`src/rtl/ps2hp_pkg.sv`:
```
// ps2hp_pkg: shared types and constants of the ps2 host port engine
`timescale 1ns / 1ps

package ps2hp_pkg;

	// item opcodes
	localparam logic OP_CLK_EDGE = 1'b0;
	localparam logic OP_SEND     = 1'b1;

	// port phase codes
	localparam logic [1:0] PH_IDLE = 2'd0;
	localparam logic [1:0] PH_RECV = 2'd1;
	localparam logic [1:0] PH_SEND = 2'd2;

	// device response bytes
	localparam logic [7:0] BYTE_ACK    = 8'hFA;
	localparam logic [7:0] BYTE_ERROR  = 8'hFC;
	localparam logic [7:0] BYTE_RESEND = 8'hFE;

	// frame positions counted in clock edges after the start bit
	localparam logic [3:0] BIT_PARITY = 4'd9;
	localparam logic [3:0] BIT_STOP   = 4'd10;

	// response codes
	localparam logic RESP_ACK   = 1'b0;
	localparam logic RESP_ERROR = 1'b1;

	localparam logic [2:0] ATTEMPTS_RESET = 3'd3;

	typedef struct packed {
		logic       opcode;
		logic       data_bit;
		logic [7:0] send_byte;
	} item_t;

	typedef struct packed {
		logic       data_drive_enable;
		logic       data_drive_level;
		logic       request_to_send;
		logic       byte_valid;
		logic [7:0] received_byte;
		logic       response_valid;
		logic       response_code;
		logic       port_busy;
	} result_t;

endpackage

```
`src/rtl/ps2hp_core.sv`:
```
// ps2hp_core: port state registers and the per-request update logic
`timescale 1ns / 1ps

module ps2hp_core (
	input  logic               clk,
	input  logic               arst_n,
	input  logic               step,
	input  ps2hp_pkg::item_t   item,
	input  logic [2:0]         send_attempts,
	output ps2hp_pkg::result_t result
);

	logic [1:0] phase_q,         phase_d;
	logic [3:0] bit_count_q,     bit_count_d;
	logic [7:0] shift_in_q,      shift_in_d;
	logic [7:0] shift_out_q,     shift_out_d;
	logic [7:0] held_byte_q,     held_byte_d;
	logic       parity_acc_q,    parity_acc_d;
	logic [2:0] attempts_left_q, attempts_left_d;
	logic       drive_en_q,      drive_en_d;
	logic       drive_lvl_q,     drive_lvl_d;

	logic [3:0] bit_count_inc;
	logic       rts, bvalid, rvalid, rcode;
	logic [7:0] rbyte;

	assign bit_count_inc = bit_count_q + 4'd1;

	always_comb begin
		phase_d         = phase_q;
		bit_count_d     = bit_count_q;
		shift_in_d      = shift_in_q;
		shift_out_d     = shift_out_q;
		held_byte_d     = held_byte_q;
		parity_acc_d    = parity_acc_q;
		attempts_left_d = attempts_left_q;
		drive_en_d      = drive_en_q;
		drive_lvl_d     = drive_lvl_q;
		rts             = 1'b0;
		bvalid          = 1'b0;
		rbyte           = 8'd0;
		rvalid          = 1'b0;
		rcode           = ps2hp_pkg::RESP_ACK;

		if (item.opcode == ps2hp_pkg::OP_SEND) begin
			if (phase_q == ps2hp_pkg::PH_RECV || phase_q == ps2hp_pkg::PH_SEND) begin
				// refused while busy
				rvalid = 1'b1;
				rcode  = ps2hp_pkg::RESP_ERROR;
			end else begin
				held_byte_d     = item.send_byte;
				attempts_left_d = send_attempts;
				rts             = 1'b1;
				shift_out_d     = item.send_byte;
				bit_count_d     = 4'd0;
				parity_acc_d    = 1'b0;
				drive_en_d      = 1'b1;
				drive_lvl_d     = 1'b0;
				phase_d         = ps2hp_pkg::PH_SEND;
			end
		end else begin
			unique case (phase_q)
				ps2hp_pkg::PH_SEND: begin
					bit_count_d = bit_count_inc;
					if (bit_count_inc < ps2hp_pkg::BIT_PARITY) begin
						drive_lvl_d  = shift_out_q[0];
						parity_acc_d = parity_acc_q ^ shift_out_q[0];
						shift_out_d  = {1'b0, shift_out_q[7:1]};
					end else if (bit_count_inc == ps2hp_pkg::BIT_PARITY) begin
						drive_lvl_d = ~parity_acc_q;
					end else if (bit_count_inc == ps2hp_pkg::BIT_STOP) begin
						drive_lvl_d = 1'b1;
					end else begin
						// ack edge from the device
						drive_en_d = 1'b0;
						phase_d    = ps2hp_pkg::PH_IDLE;
					end
				end
				ps2hp_pkg::PH_RECV: begin
					bit_count_d = bit_count_inc;
					if (bit_count_inc < ps2hp_pkg::BIT_PARITY) begin
						shift_in_d   = {item.data_bit, shift_in_q[7:1]};
						parity_acc_d = parity_acc_q ^ item.data_bit;
					end else if (bit_count_inc >= ps2hp_pkg::BIT_STOP) begin
						if (shift_in_q == ps2hp_pkg::BYTE_RESEND &&
						    attempts_left_q > 3'd1) begin
							attempts_left_d = attempts_left_q - 3'd1;
							rts             = 1'b1;
							shift_out_d     = held_byte_q;
							bit_count_d     = 4'd0;
							parity_acc_d    = 1'b0;
							drive_en_d      = 1'b1;
							drive_lvl_d     = 1'b0;
							phase_d         = ps2hp_pkg::PH_SEND;
						end else begin
							rvalid     = 1'b1;
							rcode      = (shift_in_q == ps2hp_pkg::BYTE_ACK) ?
							             ps2hp_pkg::RESP_ACK : ps2hp_pkg::RESP_ERROR;
							drive_en_d = 1'b0;
							phase_d    = ps2hp_pkg::PH_IDLE;
							if (shift_in_q == ps2hp_pkg::BYTE_RESEND) begin
								attempts_left_d = 3'd0;
							end else if (shift_in_q != ps2hp_pkg::BYTE_ACK &&
							             shift_in_q != ps2hp_pkg::BYTE_ERROR) begin
								// unsolicited byte is forwarded
								bvalid = 1'b1;
								rbyte  = shift_in_q;
							end
						end
					end
				end
				default: begin
					// idle, and the unused code behaves as idle
					phase_d = ps2hp_pkg::PH_IDLE;
					if (!item.data_bit) begin
						shift_in_d   = 8'd0;
						bit_count_d  = 4'd0;
						parity_acc_d = 1'b0;
						phase_d      = ps2hp_pkg::PH_RECV;
					end
				end
			endcase
		end
	end

	always_comb begin
		result.data_drive_enable = drive_en_d;
		result.data_drive_level  = drive_lvl_d;
		result.request_to_send   = rts;
		result.byte_valid        = bvalid;
		result.received_byte     = rbyte;
		result.response_valid    = rvalid;
		result.response_code     = rcode;
		result.port_busy         = (phase_d == ps2hp_pkg::PH_RECV) ||
		                           (phase_d == ps2hp_pkg::PH_SEND);
	end

	always_ff @(posedge clk or negedge arst_n) begin
		if (!arst_n) begin
			phase_q         <= ps2hp_pkg::PH_IDLE;
			bit_count_q     <= 4'd0;
			shift_in_q      <= 8'd0;
			shift_out_q     <= 8'd0;
			held_byte_q     <= 8'd0;
			parity_acc_q    <= 1'b0;
			attempts_left_q <= 3'd0;
			drive_en_q      <= 1'b0;
			drive_lvl_q     <= 1'b1;
		end else if (step) begin
			phase_q         <= phase_d;
			bit_count_q     <= bit_count_d;
			shift_in_q      <= shift_in_d;
			shift_out_q     <= shift_out_d;
			held_byte_q     <= held_byte_d;
			parity_acc_q    <= parity_acc_d;
			attempts_left_q <= attempts_left_d;
			drive_en_q      <= drive_en_d;
			drive_lvl_q     <= drive_lvl_d;
		end
	end

endmodule

```
`src/rtl/ps2hp_out_reg.sv`:
```
// ps2hp_out_reg: result register with valid/ready towards the receiver
`timescale 1ns / 1ps

module ps2hp_out_reg (
	input  logic               clk,
	input  logic               arst_n,
	input  logic               load,
	input  ps2hp_pkg::result_t load_data,
	output logic               can_load,
	output logic               result_valid,
	input  logic               result_ready,
	output ps2hp_pkg::result_t result
);

	logic               valid_q;
	ps2hp_pkg::result_t data_q;

	// a new request may enter when the slot is empty or drains this cycle
	assign can_load     = !valid_q || result_ready;
	assign result_valid = valid_q;
	assign result       = data_q;

	always_ff @(posedge clk or negedge arst_n) begin
		if (!arst_n) begin
			valid_q <= 1'b0;
		end else if (load) begin
			valid_q <= 1'b1;
		end else if (result_ready) begin
			valid_q <= 1'b0;
		end
	end

	always_ff @(posedge clk) begin
		if (load) begin
			data_q <= load_data;
		end
	end

endmodule

```
`src/rtl/ps2hp_cfg.sv`:
```
// ps2hp_cfg: send attempts configuration register
`timescale 1ns / 1ps

module ps2hp_cfg (
	input  logic       clk,
	input  logic       arst_n,
	input  logic       cfg_valid,
	output logic       cfg_ready,
	input  logic [2:0] cfg_data,
	output logic [2:0] send_attempts
);

	logic [2:0] send_attempts_q;

	assign cfg_ready     = 1'b1;
	assign send_attempts = send_attempts_q;

	always_ff @(posedge clk or negedge arst_n) begin
		if (!arst_n) begin
			send_attempts_q <= ps2hp_pkg::ATTEMPTS_RESET;
		end else if (cfg_valid) begin
			send_attempts_q <= cfg_data;
		end
	end

endmodule

```
`src/rtl/ps2_host_port_engine_top.sv`:
```
// ps2_host_port_engine_top: ps2 host port engine top level
// Usage:
//   item channel (item_valid/item_ready/item): one request per observed falling
//   edge of the ps2 clock line (opcode 0, with the sampled data level) or per
//   host send request (opcode 1, with the byte to send).
//   result channel (result_valid/result_ready/result): exactly one result per
//   request, carrying the data line drive, request-to-send pulse, forwarded
//   byte, send response and busy flag after that request.
//   cfg channel (cfg_valid/cfg_ready/cfg_data): writes the send attempts
//   register; always ready, write it only while the port is idle.
// The port state and the result register update on the edge that takes
//   the request. Throughput is one request per cycle, set by
//   the single result register; item_ready stays high while the result
//   register is empty or being taken in the same cycle.
// When the receiver stalls, the held result stays put and item_ready drops
//   until it is taken; the port state advances only on taken requests.
// Reset (arst_n low) returns the port to idle with the data line released at
//   level one, empties the result register and sets send attempts to three.
`timescale 1ns / 1ps

module ps2_host_port_engine_top (
	input  logic               clk,
	input  logic               arst_n,
	input  logic               item_valid,
	output logic               item_ready,
	input  ps2hp_pkg::item_t   item,
	output logic               result_valid,
	input  logic               result_ready,
	output ps2hp_pkg::result_t result,
	input  logic               cfg_valid,
	output logic               cfg_ready,
	input  logic [2:0]         cfg_data
);

	logic               step;
	logic               can_load;
	logic [2:0]         send_attempts;
	ps2hp_pkg::result_t next_result;

	assign item_ready = can_load;
	assign step       = item_valid && can_load;

	ps2hp_cfg u_cfg (
		.clk           (clk),
		.arst_n        (arst_n),
		.cfg_valid     (cfg_valid),
		.cfg_ready     (cfg_ready),
		.cfg_data      (cfg_data),
		.send_attempts (send_attempts)
	);

	ps2hp_core u_core (
		.clk           (clk),
		.arst_n        (arst_n),
		.step          (step),
		.item          (item),
		.send_attempts (send_attempts),
		.result        (next_result)
	);

	ps2hp_out_reg u_out_reg (
		.clk          (clk),
		.arst_n       (arst_n),
		.load         (step),
		.load_data    (next_result),
		.can_load     (can_load),
		.result_valid (result_valid),
		.result_ready (result_ready),
		.result       (result)
	);

endmodule
```
`config.mk`:
```
export PLATFORM = sky130hd
export DESIGN_NAME = ps2_host_port_engine_top
export DESIGN_NICKNAME = d
export VERILOG_FILES = /design/src/rtl/ps2hp_pkg.sv /design/src/rtl/ps2hp_core.sv /design/src/rtl/ps2hp_out_reg.sv /design/src/rtl/ps2hp_cfg.sv /design/src/rtl/ps2_host_port_engine_top.sv
export SDC_FILE = /design/constraint.sdc
export NUM_CORES = 1
export LEC_CHECK = 0
export BUFFER_PORTS_ARGS = -buffer_cell sky130_fd_sc_hd__buf_4
export CAP_MARGIN = 10
export CORE_AREA = 2 2 100 92
export CTS_BUF_LIST = sky130_fd_sc_hd__clkbuf_2
export CTS_CLUSTER_SIZE = 40
export DETAILED_ROUTE_END_ITERATION = 10
export DIE_AREA = 0 0 102 94
export PLACE_DENSITY = 0.64
export SETUP_SLACK_MARGIN = 0.2
export SYNTH_ARGS = -nofsm -noshare
export SYNTH_HDL_FRONTEND = slang
export SYNTH_SLANG_ARGS = --single-unit
```
`constraint.sdc`:
```
create_clock -name clk -period 4.08 [get_ports clk]
set_input_delay 0.408 -clock clk [delete_from_list [all_inputs] [get_ports clk]]
set_output_delay 0.408 -clock clk [all_outputs]
set_load 0.01 [all_outputs]
```
==> results.ini <==
[outcome]
outcome=completed

[sta]
post-route-period-util_pct=73.9
slew_viol_final=0
skew_ns=0.0280
rsz0062_at_grt=no
hold_violations=0
fmax_ghz=0.332
whs_ns=0.138
timing.setup.tns_ns=0
tightest_slew_ns=0.928
max_slew_margin_pct=38.1
setup_viol=0
period_minus_slack_ns=3.01

[worst_hold_path]
hold_depth=2
hp-class=in -> reg

[synth]
synthCells=280
yosysSeqAreaShare_pct=49.8
avgSynthCellArea_um2=10.4
yosys_register_bits=55
synth.net_count=305
synthFlopType=dfrtp_1
yosysUniqueCellTypes=53
ys_async_sr_fraction_pct=72.7
synth_warnings=0
synthMuxAreaShare_pct=10.8
synth_simple_gate_area_share_pct=15.0
synth_top_family_by_area=compound AO/OA/AOI/OAI gates
synth_compound_area_share_pct=16.7
synthAdderAreaFrac_pct=3.00
synth-edff-count=15
netlist_area_mm2=0.00292
synth-xor-area-share_pct=0.899

[floorplan]
start_util_pct=34.4
fp.dieW_um=102
die_h_um=94
dieArea_mm2=0.00959
ios=36
core_mm2=0.00849
num_rows=32

[global_route]
grtUsageTotal_pct=13.1
grt_pass1_vias=2084
antenna_found_initial=0
grt-ovfl-total=0
grt_max_degree=41
grt_pass1_wl_mm=10.0

[clock_tree]
cts_resized=0
cts_tree=done
postCtsSetupBuffers=0
clock_sinks=55
cts_root_buf=clkbuf_2
cts_hold_buf=1
cts_buffers=5
clock_path_buffers=2
path_clk_slew_ns=0.30
htree_levels=2
clk_latency_ns=0.46

[routing]
vias_per_cell=5.09
firstDrtPassIters=5
vias=2185
drc=0
routedWlPerCell_um=13.6
drtIter0Drc=153
drt_wl_total_mm=5.85
antenna_left=0

[power_and_ir_drop]
powerDensity_mw_per_mm2=514
vdd_ir_drop_max_mv=0.282
power_mw=1.72
power.leakage_nw=1.40

[placement]
place_hpwl_mm=4.15
gp_congestion=0.820
port_buffers=34

[layout]
mostFrequentLayoutCells=41 x nand2_1, 37 x dfrtp_1, 34 x buf_4
final_common_cell=nand2_1
n_antenna_cell=0
syn2layout_area_growth_pct=14.7
finalNetCount=334
layout-drive-gt1-share_pct=24.2

[setup_path]
crit_type=reg -> reg
crit_fanout=22
cp.required_ns=4.49
r2r.worst_path.cells=8
critPathArrivalTime_ns=3.42
cp-end-kind=flop
startpoint_type=flop

[run]
maxCapViolCount=0

[final timing paths]
check,startpoint,to,slack (ns)
worst max-delay path,u_core.phase_q[1],u_core.attempts_left_q[2],1.07
worst min-delay path,item_valid,u_out_reg.result_valid,0.14
worst max register to register,u_core.phase_q[1],u_core.attempts_left_q[2],1.07
worst min register to register,u_core.held_byte_q[6],u_core.held_byte_q[6],0.55
max in group asynchronous,arst_n,u_core.held_byte_q[6],3.30
min in group asynchronous,arst_n,u_core.bit_count_q[3],0.40
[stage by stage]
step                util [%]  setup slack (ns)  cell area, µm²  cells
floorplan                  -              1.79            2920    280
global placement        38.5              1.25            3270    420
detailed placement      38.5              1.09            3270    420
CTS                     39.5              1.09            3350    429
global route            39.5             0.834            3350    429
finish                  39.5              1.07            3350    429
[critical path, cell delays in order (launching register included)]
cell and delay, ns:
dfrtp_1 0.48, inv_1 0.08, ha_1 0.76, inv_1 0.27
nor2_1 0.21, o21ai_0 0.19, o31ai_1 0.56, o21ai_0 0.18
a22o_1 0.21
[power breakdown]
group          leakage [nW]  total (mW)  switching [mW]  internal, mW
clock network        0.0436       0.294           0.187         0.107
registers             0.647       0.832           0.103         0.729
logic                 0.709       0.596           0.314         0.282
total                  1.40        1.72           0.603          1.12
[cells in the mapped netlist (all sizes together) (4+ instances only)]
library cell  number  area [µm²]
nand2b             9        56.3
inv               14        52.6
nand3              4        20.0
and2               9        57.6
mux2              20         225
a22o               4        35.0
nor2              11        41.3
clkbuf            10        37.5
o31ai              6        45.0
mux2i              9        90.1
edfxtp            15         450
a21oi              8        40.0
nand2             42         160
dfrtp             37         926
o21ai             25         125
ha                 7        87.6
[registers in the layout, summed over array words and instances, names as in the netlist, 2 cells and up]
name,count
u_out_reg.result,15
u_core.held_byte_q,8
u_core.shift_in_q,8
u_core.shift_out_q,8
u_core.bit_count_q,4
u_cfg.send_attempts,3
u_core.attempts_left_q,3
u_core.phase_q,2
[logic make-up (layout without fill, tap and decap cells)]
family,Yosys count,after routing
muxes,29,29
AOI/OAI and AO/OA,68,68
and+or+nand+nor,90,90
xor gates and xnor gates,3,3
buffers and inverters,27,57
DFF,55,55
other,1,1
adders and majority gates,7,7
[final cells by class]
type	count	area, µm²
well taps	119	149
fillers	888	5130
multi-input cells	198	1360
clock inverters	3	47.5
inverters	14	52.6
repair buffers	35	265
clock buffers	5	25.0
flip-flops and latches	55	1460
[per-layer routing]
layer | vias to the layer above | GRT usage, % | wire (µm)
li1 | 1054 | - | -
met1 | 1052 | 18.7 | 2840
met2 | 72 | 20.1 | 2560
met3 | 7 | 2.90 | 382
met4 | 0 | 3.78 | 65
met5 | - | 0 | 0
Power figures use the tool's default switching activity.
